**config.mk**
```make
export PLATFORM = sky130hd
export DESIGN_NAME = crc_generate_check_serial_flat
export DESIGN_NICKNAME = d
export VERILOG_FILES = /design/src/hw/rtl/crcgc_pkg.sv /design/src/hw/rtl/crcgc_if.sv /design/src/hw/rtl/crcgc_queue.sv /design/src/hw/rtl/crcgc_front.sv /design/src/hw/rtl/crcgc_back.sv /design/src/hw/rtl/crc_generate_check_serial.sv /design/src/flat_wrapper.sv
export SDC_FILE = /design/constraint.sdc
export NUM_CORES = 1
export LEC_CHECK = 0
export BUFFER_PORTS_ARGS = -buffer_cell sky130_fd_sc_hd__buf_2
export CORE_MARGIN = 1.5
export CORE_UTILIZATION = 60
export DETAILED_ROUTE_END_ITERATION = 7
export MAX_ROUTING_LAYER = met4
export PLACE_DENSITY = 0.79
export SKIP_CTS_REPAIR_TIMING = 1
export SLEW_MARGIN = 5
export SYNTH_ARGS = -nofsm -noshare
export SYNTH_HDL_FRONTEND = slang
export SYNTH_SLANG_ARGS = --single-unit
```
**constraint.sdc**
```tcl
create_clock -name clk_i -period 11.23 [get_ports clk_i]
set_clock_uncertainty 0.05 [all_clocks]
set_input_delay 2.246 -clock clk_i [delete_from_list [all_inputs] [get_ports clk_i]]
set_output_delay 2.246 -clock clk_i [all_outputs]
set_load 0.005 [all_outputs]
```
**src/hw/rtl/crcgc_pkg.sv**
```systemverilog
package crcgc_pkg;

  localparam int unsigned MaxDegreeDefault = 32;
  localparam int unsigned PolyW            = 32;
  localparam int unsigned DegW             = 6;
  localparam int unsigned RemOutW          = 32;
  localparam int unsigned CfgIdxW          = 2;
  localparam int unsigned CfgDataW         = 32;
  localparam int unsigned QueueDepth       = 2;

  localparam logic [PolyW-1:0] PolyReset  = 32'd7;
  localparam logic [DegW-1:0]  DegReset   = 6'd3;
  localparam logic             CheckReset = 1'b0;

  typedef enum logic [CfgIdxW-1:0] {
    REG_POLY_TERMS = 2'd0,
    REG_DEGREE     = 2'd1,
    REG_CHECK_MODE = 2'd2
  } cfg_reg_e;

  // One classified bit handed from the front to the back
  typedef struct packed {
    logic data_bit;
    logic eom;
    logic check;
  } job_t;

endpackage

```
**src/hw/rtl/crcgc_if.sv**
```systemverilog
interface crcgc_in_if;
  logic valid;
  logic ready;
  logic data_bit;
  logic end_of_message;

  modport source (output valid, output data_bit, output end_of_message, input ready);
  modport sink   (input valid, input data_bit, input end_of_message, output ready);
endinterface

interface crcgc_out_if;
  import crcgc_pkg::*;
  logic               valid;
  logic               ready;
  logic               code_bit;
  logic               is_last;
  logic [RemOutW-1:0] remainder;
  logic               crc_error;

  modport source (output valid, output code_bit, output is_last, output remainder,
                  output crc_error, input ready);
  modport sink   (input valid, input code_bit, input is_last, input remainder,
                  input crc_error, output ready);
endinterface

```
**src/hw/rtl/crcgc_queue.sv**
```systemverilog
module crcgc_queue #(
  parameter int unsigned WIDTH = 8,
  parameter int unsigned DEPTH = 2
) (
  input  logic             clk_i,
  input  logic             rst_ni,
  input  logic             push_i,
  input  logic [WIDTH-1:0] wdata_i,
  input  logic             pop_i,
  output logic [WIDTH-1:0] rdata_o,
  output logic             full_o,
  output logic             empty_o
);
  localparam int unsigned AW = (DEPTH > 1) ? $clog2(DEPTH) : 1;
  localparam int unsigned CW = $clog2(DEPTH + 1);

  logic [WIDTH-1:0] mem_q [DEPTH];
  logic [AW-1:0]    wr_ptr_q, wr_ptr_d;
  logic [AW-1:0]    rd_ptr_q, rd_ptr_d;
  logic [CW-1:0]    count_q, count_d;

  assign full_o  = (count_q == CW'(DEPTH));
  assign empty_o = (count_q == '0);
  assign rdata_o = mem_q[rd_ptr_q];

  always_comb begin
    wr_ptr_d = wr_ptr_q;
    rd_ptr_d = rd_ptr_q;
    count_d  = count_q;
    if (push_i) begin
      wr_ptr_d = (wr_ptr_q == AW'(DEPTH - 1)) ? '0 : wr_ptr_q + AW'(1);
    end
    if (pop_i) begin
      rd_ptr_d = (rd_ptr_q == AW'(DEPTH - 1)) ? '0 : rd_ptr_q + AW'(1);
    end
    if (push_i && !pop_i) begin
      count_d = count_q + CW'(1);
    end else if (!push_i && pop_i) begin
      count_d = count_q - CW'(1);
    end
  end

  always_ff @(posedge clk_i or negedge rst_ni) begin
    if (!rst_ni) begin
      wr_ptr_q <= '0;
      rd_ptr_q <= '0;
      count_q  <= '0;
    end else begin
      wr_ptr_q <= wr_ptr_d;
      rd_ptr_q <= rd_ptr_d;
      count_q  <= count_d;
    end
  end

  always_ff @(posedge clk_i) begin
    if (push_i) begin
      mem_q[wr_ptr_q] <= wdata_i;
    end
  end

endmodule

```
**src/hw/rtl/crcgc_front.sv**
```systemverilog
module crcgc_front #(
  parameter int unsigned MAX_DEGREE = crcgc_pkg::MaxDegreeDefault
) (
  input  logic                           clk_i,
  input  logic                           rst_ni,
  input  logic                           cfg_we_i,
  input  logic [crcgc_pkg::CfgIdxW-1:0]  cfg_idx_i,
  input  logic [crcgc_pkg::CfgDataW-1:0] cfg_data_i,
  input  logic                           in_valid_i,
  input  logic                           in_data_bit_i,
  input  logic                           in_eom_i,
  output logic                           in_ready_o,
  input  logic                           full_i,
  output logic                           push_o,
  output crcgc_pkg::job_t                job_o,
  output logic [MAX_DEGREE-1:0]          rem_o,
  output logic [$clog2(MAX_DEGREE+1)-1:0] deg_o
);
  import crcgc_pkg::*;

  localparam int unsigned DW   = $clog2(MAX_DEGREE + 1);
  localparam int unsigned IW   = (MAX_DEGREE > 1) ? $clog2(MAX_DEGREE) : 1;
  localparam int unsigned CMPW = (DW > DegW) ? DW : DegW;
  localparam int unsigned PW   = (MAX_DEGREE > PolyW) ? MAX_DEGREE : PolyW;

  logic [PolyW-1:0]      poly_q;
  logic [DegW-1:0]       deg_q;
  logic                  check_q;
  logic [MAX_DEGREE-1:0] rem_q, rem_d;

  logic [CMPW-1:0]       deg_cmp;
  logic [DW-1:0]         eff_deg;
  logic [MAX_DEGREE-1:0] mask;
  logic [PW-1:0]         poly_x;
  logic [MAX_DEGREE-1:0] poly_m;
  logic [MAX_DEGREE-1:0] rem_m;
  logic                  top;
  logic [MAX_DEGREE-1:0] rem_next;
  logic                  accept;

  // Clamp the degree register into 1..MAX_DEGREE
  always_comb begin
    deg_cmp = CMPW'(deg_q);
    if (deg_cmp == '0) begin
      eff_deg = DW'(1);
    end else if (deg_cmp > CMPW'(MAX_DEGREE)) begin
      eff_deg = DW'(MAX_DEGREE);
    end else begin
      eff_deg = DW'(deg_cmp);
    end
  end

  always_comb begin
    for (int i = 0; i < MAX_DEGREE; i++) begin
      mask[i] = (DW'(i) < eff_deg);
    end
  end

  assign poly_x = PW'(poly_q);
  assign poly_m = poly_x[MAX_DEGREE-1:0] & mask;
  assign rem_m  = rem_q & mask;
  assign top    = rem_m[IW'(eff_deg - DW'(1))];

  always_comb begin
    if (check_q) begin
      rem_next = ((rem_m << 1) | MAX_DEGREE'(in_data_bit_i)) & mask;
      if (top) begin
        rem_next = rem_next ^ poly_m;
      end
    end else begin
      rem_next = (rem_m << 1) & mask;
      if (top ^ in_data_bit_i) begin
        rem_next = rem_next ^ poly_m;
      end
    end
  end

  assign in_ready_o = !full_i;
  assign accept     = in_valid_i && in_ready_o;
  // Check mode drops every bit but the last
  assign push_o     = accept && (!check_q || in_eom_i);

  assign job_o.data_bit = in_data_bit_i;
  assign job_o.eom      = in_eom_i;
  assign job_o.check    = check_q;
  assign rem_o          = rem_next;
  assign deg_o          = eff_deg;

  always_comb begin
    rem_d = rem_q;
    if (accept) begin
      rem_d = in_eom_i ? '0 : rem_next;
    end
  end

  always_ff @(posedge clk_i or negedge rst_ni) begin
    if (!rst_ni) begin
      poly_q  <= PolyReset;
      deg_q   <= DegReset;
      check_q <= CheckReset;
      rem_q   <= '0;
    end else begin
      rem_q <= rem_d;
      if (cfg_we_i) begin
        unique case (cfg_reg_e'(cfg_idx_i))
          REG_POLY_TERMS: poly_q  <= cfg_data_i[PolyW-1:0];
          REG_DEGREE:     deg_q   <= cfg_data_i[DegW-1:0];
          REG_CHECK_MODE: check_q <= cfg_data_i[0];
          default: ;
        endcase
      end
    end
  end

endmodule

```
**src/hw/rtl/crcgc_back.sv**
```systemverilog
module crcgc_back #(
  parameter int unsigned MAX_DEGREE = crcgc_pkg::MaxDegreeDefault
) (
  input  logic                            clk_i,
  input  logic                            rst_ni,
  input  logic                            job_valid_i,
  input  crcgc_pkg::job_t                 job_i,
  input  logic [MAX_DEGREE-1:0]           rem_i,
  input  logic [$clog2(MAX_DEGREE+1)-1:0] deg_i,
  output logic                            pop_o,
  output logic                            out_valid_o,
  input  logic                            out_ready_i,
  output logic                            code_bit_o,
  output logic                            is_last_o,
  output logic [crcgc_pkg::RemOutW-1:0]   remainder_o,
  output logic                            crc_error_o
);
  import crcgc_pkg::*;

  localparam int unsigned DW = $clog2(MAX_DEGREE + 1);
  localparam int unsigned IW = (MAX_DEGREE > 1) ? $clog2(MAX_DEGREE) : 1;
  localparam int unsigned XW = (MAX_DEGREE > RemOutW) ? MAX_DEGREE : RemOutW;

  logic                  valid_q, valid_d;
  logic                  tail_q, tail_d;
  logic [IW-1:0]         idx_q, idx_d;
  logic [MAX_DEGREE-1:0] tail_rem_q, tail_rem_d;
  logic                  cb_q, cb_d;
  logic                  last_q, last_d;
  logic [RemOutW-1:0]    rem_out_q, rem_out_d;
  logic                  err_q, err_d;

  logic                  load;
  logic [XW-1:0]         job_rem_x;
  logic [XW-1:0]         tail_rem_x;

  assign job_rem_x  = XW'(rem_i);
  assign tail_rem_x = XW'(tail_rem_q);

  assign load  = !valid_q || out_ready_i;
  assign pop_o = load && !tail_q && job_valid_i;

  always_comb begin
    valid_d    = valid_q;
    tail_d     = tail_q;
    idx_d      = idx_q;
    tail_rem_d = tail_rem_q;
    cb_d       = cb_q;
    last_d     = last_q;
    rem_out_d  = rem_out_q;
    err_d      = err_q;
    if (load) begin
      if (tail_q) begin
        // Shift out the appended remainder, most significant first
        valid_d   = 1'b1;
        cb_d      = tail_rem_q[idx_q];
        last_d    = (idx_q == '0);
        rem_out_d = (idx_q == '0) ? tail_rem_x[RemOutW-1:0] : '0;
        err_d     = 1'b0;
        if (idx_q == '0) begin
          tail_d = 1'b0;
        end else begin
          idx_d = idx_q - IW'(1);
        end
      end else if (job_valid_i) begin
        valid_d = 1'b1;
        if (job_i.check) begin
          cb_d      = 1'b0;
          last_d    = 1'b1;
          rem_out_d = job_rem_x[RemOutW-1:0];
          err_d     = |rem_i;
        end else begin
          cb_d      = job_i.data_bit;
          last_d    = 1'b0;
          rem_out_d = '0;
          err_d     = 1'b0;
          if (job_i.eom) begin
            tail_d     = 1'b1;
            idx_d      = IW'(deg_i - DW'(1));
            tail_rem_d = rem_i;
          end
        end
      end else begin
        valid_d = 1'b0;
      end
    end
  end

  always_ff @(posedge clk_i or negedge rst_ni) begin
    if (!rst_ni) begin
      valid_q <= 1'b0;
      tail_q  <= 1'b0;
      idx_q   <= '0;
    end else begin
      valid_q <= valid_d;
      tail_q  <= tail_d;
      idx_q   <= idx_d;
    end
  end

  always_ff @(posedge clk_i) begin
    tail_rem_q <= tail_rem_d;
    cb_q       <= cb_d;
    last_q     <= last_d;
    rem_out_q  <= rem_out_d;
    err_q      <= err_d;
  end

  assign out_valid_o = valid_q;
  assign code_bit_o  = cb_q;
  assign is_last_o   = last_q;
  assign remainder_o = rem_out_q;
  assign crc_error_o = err_q;

endmodule

```
**src/hw/rtl/crc_generate_check_serial.sv**
```systemverilog
// Bit-serial CRC generator and checker with a configurable generator polynomial.
// Input channel in_i: one message bit per transaction, most significant first,
// with end_of_message on the final bit. Output channel out_o: code_bit, is_last,
// remainder and crc_error per result transaction.
// Generate mode echoes every bit; after the last bit it appends degree remainder
// bits, the final one marked is_last and carrying the remainder. Check mode gives
// one result per codeword, on its last bit: remainder and crc_error.
// Configuration (poly_terms, degree, check_mode) is written through cfg_we_i,
// cfg_idx_i, cfg_data_i; the user must do so only while the block is idle, since
// the block itself does not enforce it. An accepted bit passes through the queue
// and then the output register before its result is presented.
// Throughput: one bit per cycle while in_i.ready is high, set by the single XOR
// step of the running remainder in the front end. In generate mode a message end
// occupies the output while its degree remainder bits are appended, during which
// the two-entry queue fills and in_i.ready drops.
// Reset clears the running remainder, empties the queue and the output register,
// and loads poly_terms 7, degree 3, generate mode.
// When the receiver stalls, the output register holds its result; the queue
// keeps absorbing bits until full, then in_i.ready goes low.
module crc_generate_check_serial #(
  parameter int unsigned MAX_DEGREE = crcgc_pkg::MaxDegreeDefault
) (
  input  logic                           clk_i,
  input  logic                           rst_ni,
  input  logic                           cfg_we_i,
  input  logic [crcgc_pkg::CfgIdxW-1:0]  cfg_idx_i,
  input  logic [crcgc_pkg::CfgDataW-1:0] cfg_data_i,
  crcgc_in_if.sink                       in_i,
  crcgc_out_if.source                    out_o
);
  import crcgc_pkg::*;

  localparam int unsigned DW = $clog2(MAX_DEGREE + 1);
  localparam int unsigned QW = $bits(job_t) + MAX_DEGREE + DW;

  logic                  push;
  logic                  pop;
  logic                  full;
  logic                  empty;
  job_t                  job_in, job_out;
  logic [MAX_DEGREE-1:0] rem_in, rem_out;
  logic [DW-1:0]         deg_in, deg_out;
  logic [QW-1:0]         q_wdata, q_rdata;

  crcgc_front #(
    .MAX_DEGREE (MAX_DEGREE)
  ) u_front (
    .clk_i         (clk_i),
    .rst_ni        (rst_ni),
    .cfg_we_i      (cfg_we_i),
    .cfg_idx_i     (cfg_idx_i),
    .cfg_data_i    (cfg_data_i),
    .in_valid_i    (in_i.valid),
    .in_data_bit_i (in_i.data_bit),
    .in_eom_i      (in_i.end_of_message),
    .in_ready_o    (in_i.ready),
    .full_i        (full),
    .push_o        (push),
    .job_o         (job_in),
    .rem_o         (rem_in),
    .deg_o         (deg_in)
  );

  assign q_wdata = {job_in, rem_in, deg_in};
  assign {job_out, rem_out, deg_out} = q_rdata;

  crcgc_queue #(
    .WIDTH (QW),
    .DEPTH (QueueDepth)
  ) u_queue (
    .clk_i   (clk_i),
    .rst_ni  (rst_ni),
    .push_i  (push),
    .wdata_i (q_wdata),
    .pop_i   (pop),
    .rdata_o (q_rdata),
    .full_o  (full),
    .empty_o (empty)
  );

  crcgc_back #(
    .MAX_DEGREE (MAX_DEGREE)
  ) u_back (
    .clk_i       (clk_i),
    .rst_ni      (rst_ni),
    .job_valid_i (!empty),
    .job_i       (job_out),
    .rem_i       (rem_out),
    .deg_i       (deg_out),
    .pop_o       (pop),
    .out_valid_o (out_o.valid),
    .out_ready_i (out_o.ready),
    .code_bit_o  (out_o.code_bit),
    .is_last_o   (out_o.is_last),
    .remainder_o (out_o.remainder),
    .crc_error_o (out_o.crc_error)
  );

endmodule

```
**src/flat_wrapper.sv**
```systemverilog
// flat-port wrapper written by rule: the top's interface ports become plain ports
module crc_generate_check_serial_flat import crcgc_pkg::*;
#(
  parameter int unsigned MAX_DEGREE = crcgc_pkg::MaxDegreeDefault
)
  (clk_i, rst_ni, cfg_we_i, cfg_idx_i, cfg_data_i, in_i_valid, in_i_data_bit, in_i_end_of_message, in_i_ready, out_o_valid, out_o_code_bit, out_o_is_last, out_o_remainder, out_o_crc_error, out_o_ready);
  crcgc_in_if in_i_i ();
  crcgc_out_if out_o_i ();
  input  logic clk_i;
  input  logic rst_ni;
  input  logic cfg_we_i;
  input  logic [crcgc_pkg::CfgIdxW-1:0] cfg_idx_i;
  input  logic [crcgc_pkg::CfgDataW-1:0] cfg_data_i;
  input wire logic [$bits(in_i_i.valid)-1:0] in_i_valid;
  input wire logic [$bits(in_i_i.data_bit)-1:0] in_i_data_bit;
  input wire logic [$bits(in_i_i.end_of_message)-1:0] in_i_end_of_message;
  output wire logic [$bits(in_i_i.ready)-1:0] in_i_ready;
  output wire logic [$bits(out_o_i.valid)-1:0] out_o_valid;
  output wire logic [$bits(out_o_i.code_bit)-1:0] out_o_code_bit;
  output wire logic [$bits(out_o_i.is_last)-1:0] out_o_is_last;
  output wire logic [$bits(out_o_i.remainder)-1:0] out_o_remainder;
  output wire logic [$bits(out_o_i.crc_error)-1:0] out_o_crc_error;
  input wire logic [$bits(out_o_i.ready)-1:0] out_o_ready;
  assign in_i_i.valid = in_i_valid;
  assign in_i_i.data_bit = in_i_data_bit;
  assign in_i_i.end_of_message = in_i_end_of_message;
  assign in_i_ready = in_i_i.ready;
  assign out_o_valid = out_o_i.valid;
  assign out_o_code_bit = out_o_i.code_bit;
  assign out_o_is_last = out_o_i.is_last;
  assign out_o_remainder = out_o_i.remainder;
  assign out_o_crc_error = out_o_i.crc_error;
  assign out_o_i.ready = out_o_ready;
  crc_generate_check_serial #(.MAX_DEGREE(MAX_DEGREE)) u_core (.clk_i(clk_i), .rst_ni(rst_ni), .cfg_we_i(cfg_we_i), .cfg_idx_i(cfg_idx_i), .cfg_data_i(cfg_data_i), .in_i(in_i_i), .out_o(out_o_i));
endmodule
```
==> results.py <==
metrics = {
    "power": {
        "p_leak_uw": 0.00479,
        "power_density_mw_per_mm2": 271,
        "vdd_ir_drop_max_mv": 0.175,
        "finalPower_uw": 3270,
    },
    "synth": {
        "synth_edf_count": 147,
        "synth_top_family_by_area": "simple AND/OR/NAND/NOR gates",
        "synth_fa_ha_area_frac": 0.00578,
        "synth_cells": 886,
        "ys_ff_latch": 229,
        "synth_xor_area_frac": 0.0275,
        "synthArstFlopShare": 0.358,
        "ys_types": 73,
        "syn_area_sq_mm": 0.0108,
        "syn-mean-instance-area_sq_um": 12.2,
        "synthSimpleGateAreaFrac": 0.113,
        "synthesis.yosys.warnings": 0,
        "syn_nets": 932,
        "synth_ff_type": "edfxtp_1",
        "seq_area_frac_synth": 0.598,
        "synth_mux_area_frac": 0.111,
        "synth-compound-area-share": 0.103,
    },
    "clock_tree": {
        "cts_tree": "built",
        "cts_sinks": 229,
        "cts_made_buffers": 23,
        "clockBufferDepth": 3,
        "cts-root-buf": "clkbuf_16",
        "htree_levels": 1,
        "clkSlewWorstSetupHoldPaths_ps": 60,
        "insertion_delay_ps": 500,
    },
    "detailed_routing": {
        "wl_um": 24800,
        "routed_via_density": 6.25,
        "ant_nets": 0,
        "firstDrtPassIters": 5,
        "drt-initial-drc-count": 620,
        "vias": 7393,
        "drc": 0,
        "drt-wirelength-per-cell_um": 21.0,
    },
    "place": {
        "place_hpwl_um": 17100,
        "gp_congestion": 0.945,
        "dp_cells": 1141,
        "place_area_sq_mm": 0.0113,
        "io_buffer_count": 77,
    },
    "global_routing": {
        "antenna_found_initial": 0,
        "grt_pass1_wl_um": 39200,
        "grt_max_degree": 48,
        "grt_pass1_vias": 7192,
        "grt.total_usage": 0.281,
        "grt_overflow": 0,
    },
    "critical_path": {
        "arrival_ps": 6050,
        "crit_buf_inv": 1,
        "crit_type": "register to register",
        "worstPathMaxFanout": 29,
        "critPathTopFamily": "simple AND/OR/NAND/NOR gates",
        "regToRegSetupSlack_ps": 5440,
        "cp-start-kind": "register",
        "endpoint_kind": "register",
        "slowest_stage": "and3_1",
        "critical_path.cell_chain": "or4_4, a21oi_4, inv_4, ha_1, nor2b_1, nand2_1, a222oi_1, a22oi_1, a21oi_1, a221o_2, and3_1, a21oi_1, nor3_1",
        "critical-path-top-cell-by-count": "a21oi_1",
        "cpPeakStageDelay_ps": 700,
        "cp.required_ps": 11490,
    },
    "status": {
        "outcome": "completed",
    },
    "floorplan": {
        "core_sq_mm": 0.0175,
        "die_x_um": 137,
        "rows": 48,
        "ios": 78,
        "die_h_um": 137,
        "die_area_sq_mm": 0.0189,
        "start_util": 0.619,
    },
    "sta": {
        "worst_pin_slew_ps": 1170,
        "finalSetupViolCount": 0,
        "tns_ps": 0,
        "whs_ps": 435,
        "period_share": 0.516,
        "drv_slew": 0,
        "max-slew-margin-rel": 0.221,
        "period_minus_slack_ps": 5790,
        "finalHoldViolCount": 0,
        "max_clock_freq_ghz": 0.173,
        "rsz0062_at_grt": "false",
    },
    "flow_run": {
        "drv_cap": 0,
    },
    "finish": {
        "diodes": 0,
        "stdcell_count": 1182,
        "drive_above_1_share": 0.215,
        "nets": 987,
        "finalInstanceArea_sq_mm": 0.0121,
        "syn_to_final_growth_pct": 11.5,
        "fillers": 1241,
    },
    "hold_path": {
        "min_path_type": "register to register",
    },
}
==> final cells by class <==
type / count / area [sq um] / share of cell area
clock buffers: 26 / 607 / 0.0503
clock inverters: 15 / 125 / 0.0104
inverters: 42 / 160 / 0.0133
multi-input cells: 555 / 3940 / 0.326
flip-flops and latches: 229 / 6470 / 0.536
well taps: 225 / 282 / 0.0233
repair buffers: 90 / 485 / 0.0402
==> sequential cells by signal, summed over array words and instances (netlist names), 2 cells and up <==
| register | cells |
|---|---|
| u_core.u_queue.mem_q | 80 |
| u_core.u_back.tail_rem_q | 32 |
| u_core.u_front.deg_cmp | 6 |
| u_core.u_front.rem_q | 32 |
| u_core.u_back.idx_q | 5 |
| u_core.u_queue.count_q | 2 |
| u_core.u_front.poly_q | 32 |
| u_core.u_back.remainder_o | 32 |
==> routing by layer <==
metal | up-vias | track usage | wire [um]
li1 | 3402 | - | -
met1 | 3626 | 0.387 | 10800
met2 | 303 | 0.441 | 11700
met3 | 62 | 0.0353 | 1550
met4 | 0 | 0.0936 | 805
met5 | - | - | 0
==> worst paths after layout <==
path	start	to	cells after the start
max	u_core.u_front.deg_cmp[4]	u_core.u_queue.mem_q[0][31]	13
min	u_core.u_front.rem_q[5]	u_core.u_front.rem_q[5]	2
max reg2reg	u_core.u_front.deg_cmp[4]	u_core.u_queue.mem_q[0][31]	13
min reg2reg	u_core.u_front.rem_q[5]	u_core.u_front.rem_q[5]	2
max in group asynchronous	rst_ni	u_core.u_front.rem_q[12]	2
min in group asynchronous	rst_ni	u_core.u_front.poly_q[29]	1
==> cell families after synthesis <==
| logic type | after synthesis |
|---|---|
| XOR/XNOR | 34 |
| adder cells (fa/ha/maj) | 5 |
| AND/OR/NAND/NOR | 249 |
| multiplexers | 101 |
| flip-flops | 229 |
| AO/OA/AOI/OAI | 166 |
| buffers and inverters | 102 |
==> worst min-delay path: stages (launching register included) <==
cell and delay [ps]:
dfrtp_1 340, nand2_1 50, o31ai_1 60
==> layout by cell type, fill, tap and decap left out, types with 5 or more instances in the layout <==
| cell type | Yosys | routed |
|---|---|---|
| buf_2 | 6 | 76 |
| xor2_1 | 20 | 20 |
| nor2_1 | 55 | 53 |
| nand2b_1 | 9 | 9 |
| inv_1 | 41 | 41 |
| xnor2_1 | 14 | 14 |
| a31oi_1 | 5 | 5 |
| clkbuf_16 | 0 | 23 |
| nor2b_1 | 10 | 10 |
| nor4_1 | 5 | 5 |
| ha_1 | 5 | 5 |
| o21ai_0 | 54 | 54 |
| dfrtp_1 | 77 | 76 |
| nand2_1 | 84 | 84 |
| nand4_1 | 39 | 39 |
| dfstp_2 | 5 | 5 |
| a21oi_1 | 29 | 28 |
| edfxtp_1 | 147 | 147 |
| mux2i_1 | 48 | 48 |
| nand3_1 | 9 | 9 |
| nor3_1 | 9 | 9 |
| o31ai_1 | 24 | 24 |
| mux4_2 | 11 | 11 |
| buf_4 | 0 | 14 |
| clkinv_2 | 0 | 7 |
| mux2_2 | 42 | 42 |
==> report_power, final <==
group	internal (uW)	total, uW	switching [uW]
sequential	1270	1430	160
clock	433	743	310
combinational	411	1110	695
==> through the flow <==
step / utilization / setup WS (ps)
floorplan: - / 4760
global placement: 0.649 / 5740
detailed placement: 0.649 / 5600
CTS: 0.691 / 5580
global route: 0.691 / 5150
finish: 0.691 / 5440
==> synthesized netlist by cell type (3+ instances only) <==
master | count | area [sq um]
nor4_1 | 5 | 31.3
nor2b_1 | 10 | 62.6
o31a_1 | 3 | 26.3
inv_1 | 41 | 154
or2_2 | 3 | 18.8
xor2_1 | 20 | 175
nand2_1 | 84 | 315
nand4_1 | 39 | 244
dfstp_2 | 5 | 131
nor3b_1 | 4 | 30.0
buf_2 | 6 | 30.0
nand3b_1 | 3 | 22.5
a22oi_1 | 3 | 22.5
ha_1 | 5 | 62.6
nor2_1 | 55 | 206
buf_1 | 3 | 11.3
o31ai_1 | 24 | 180
nor3_1 | 9 | 45.0
nand3_1 | 9 | 45.0
a21oi_1 | 29 | 145
o2111ai_1 | 3 | 26.3
mux2_2 | 42 | 473
and2_1 | 4 | 25.0
xnor2_1 | 14 | 123
o311a_1 | 3 | 30.0
a31oi_1 | 5 | 31.3
o211ai_1 | 4 | 30.0
o21ai_0 | 54 | 270
a31o_2 | 3 | 26.3
mux2i_1 | 48 | 480
edfxtp_1 | 147 | 4410
nand2b_1 | 9 | 56.3
mux4_2 | 11 | 248
buf_6 | 7 | 78.8
dfrtp_1 | 77 | 1930
clkbuf_1 | 43 | 161
Note: power is estimated with default switching activity, not from simulation.
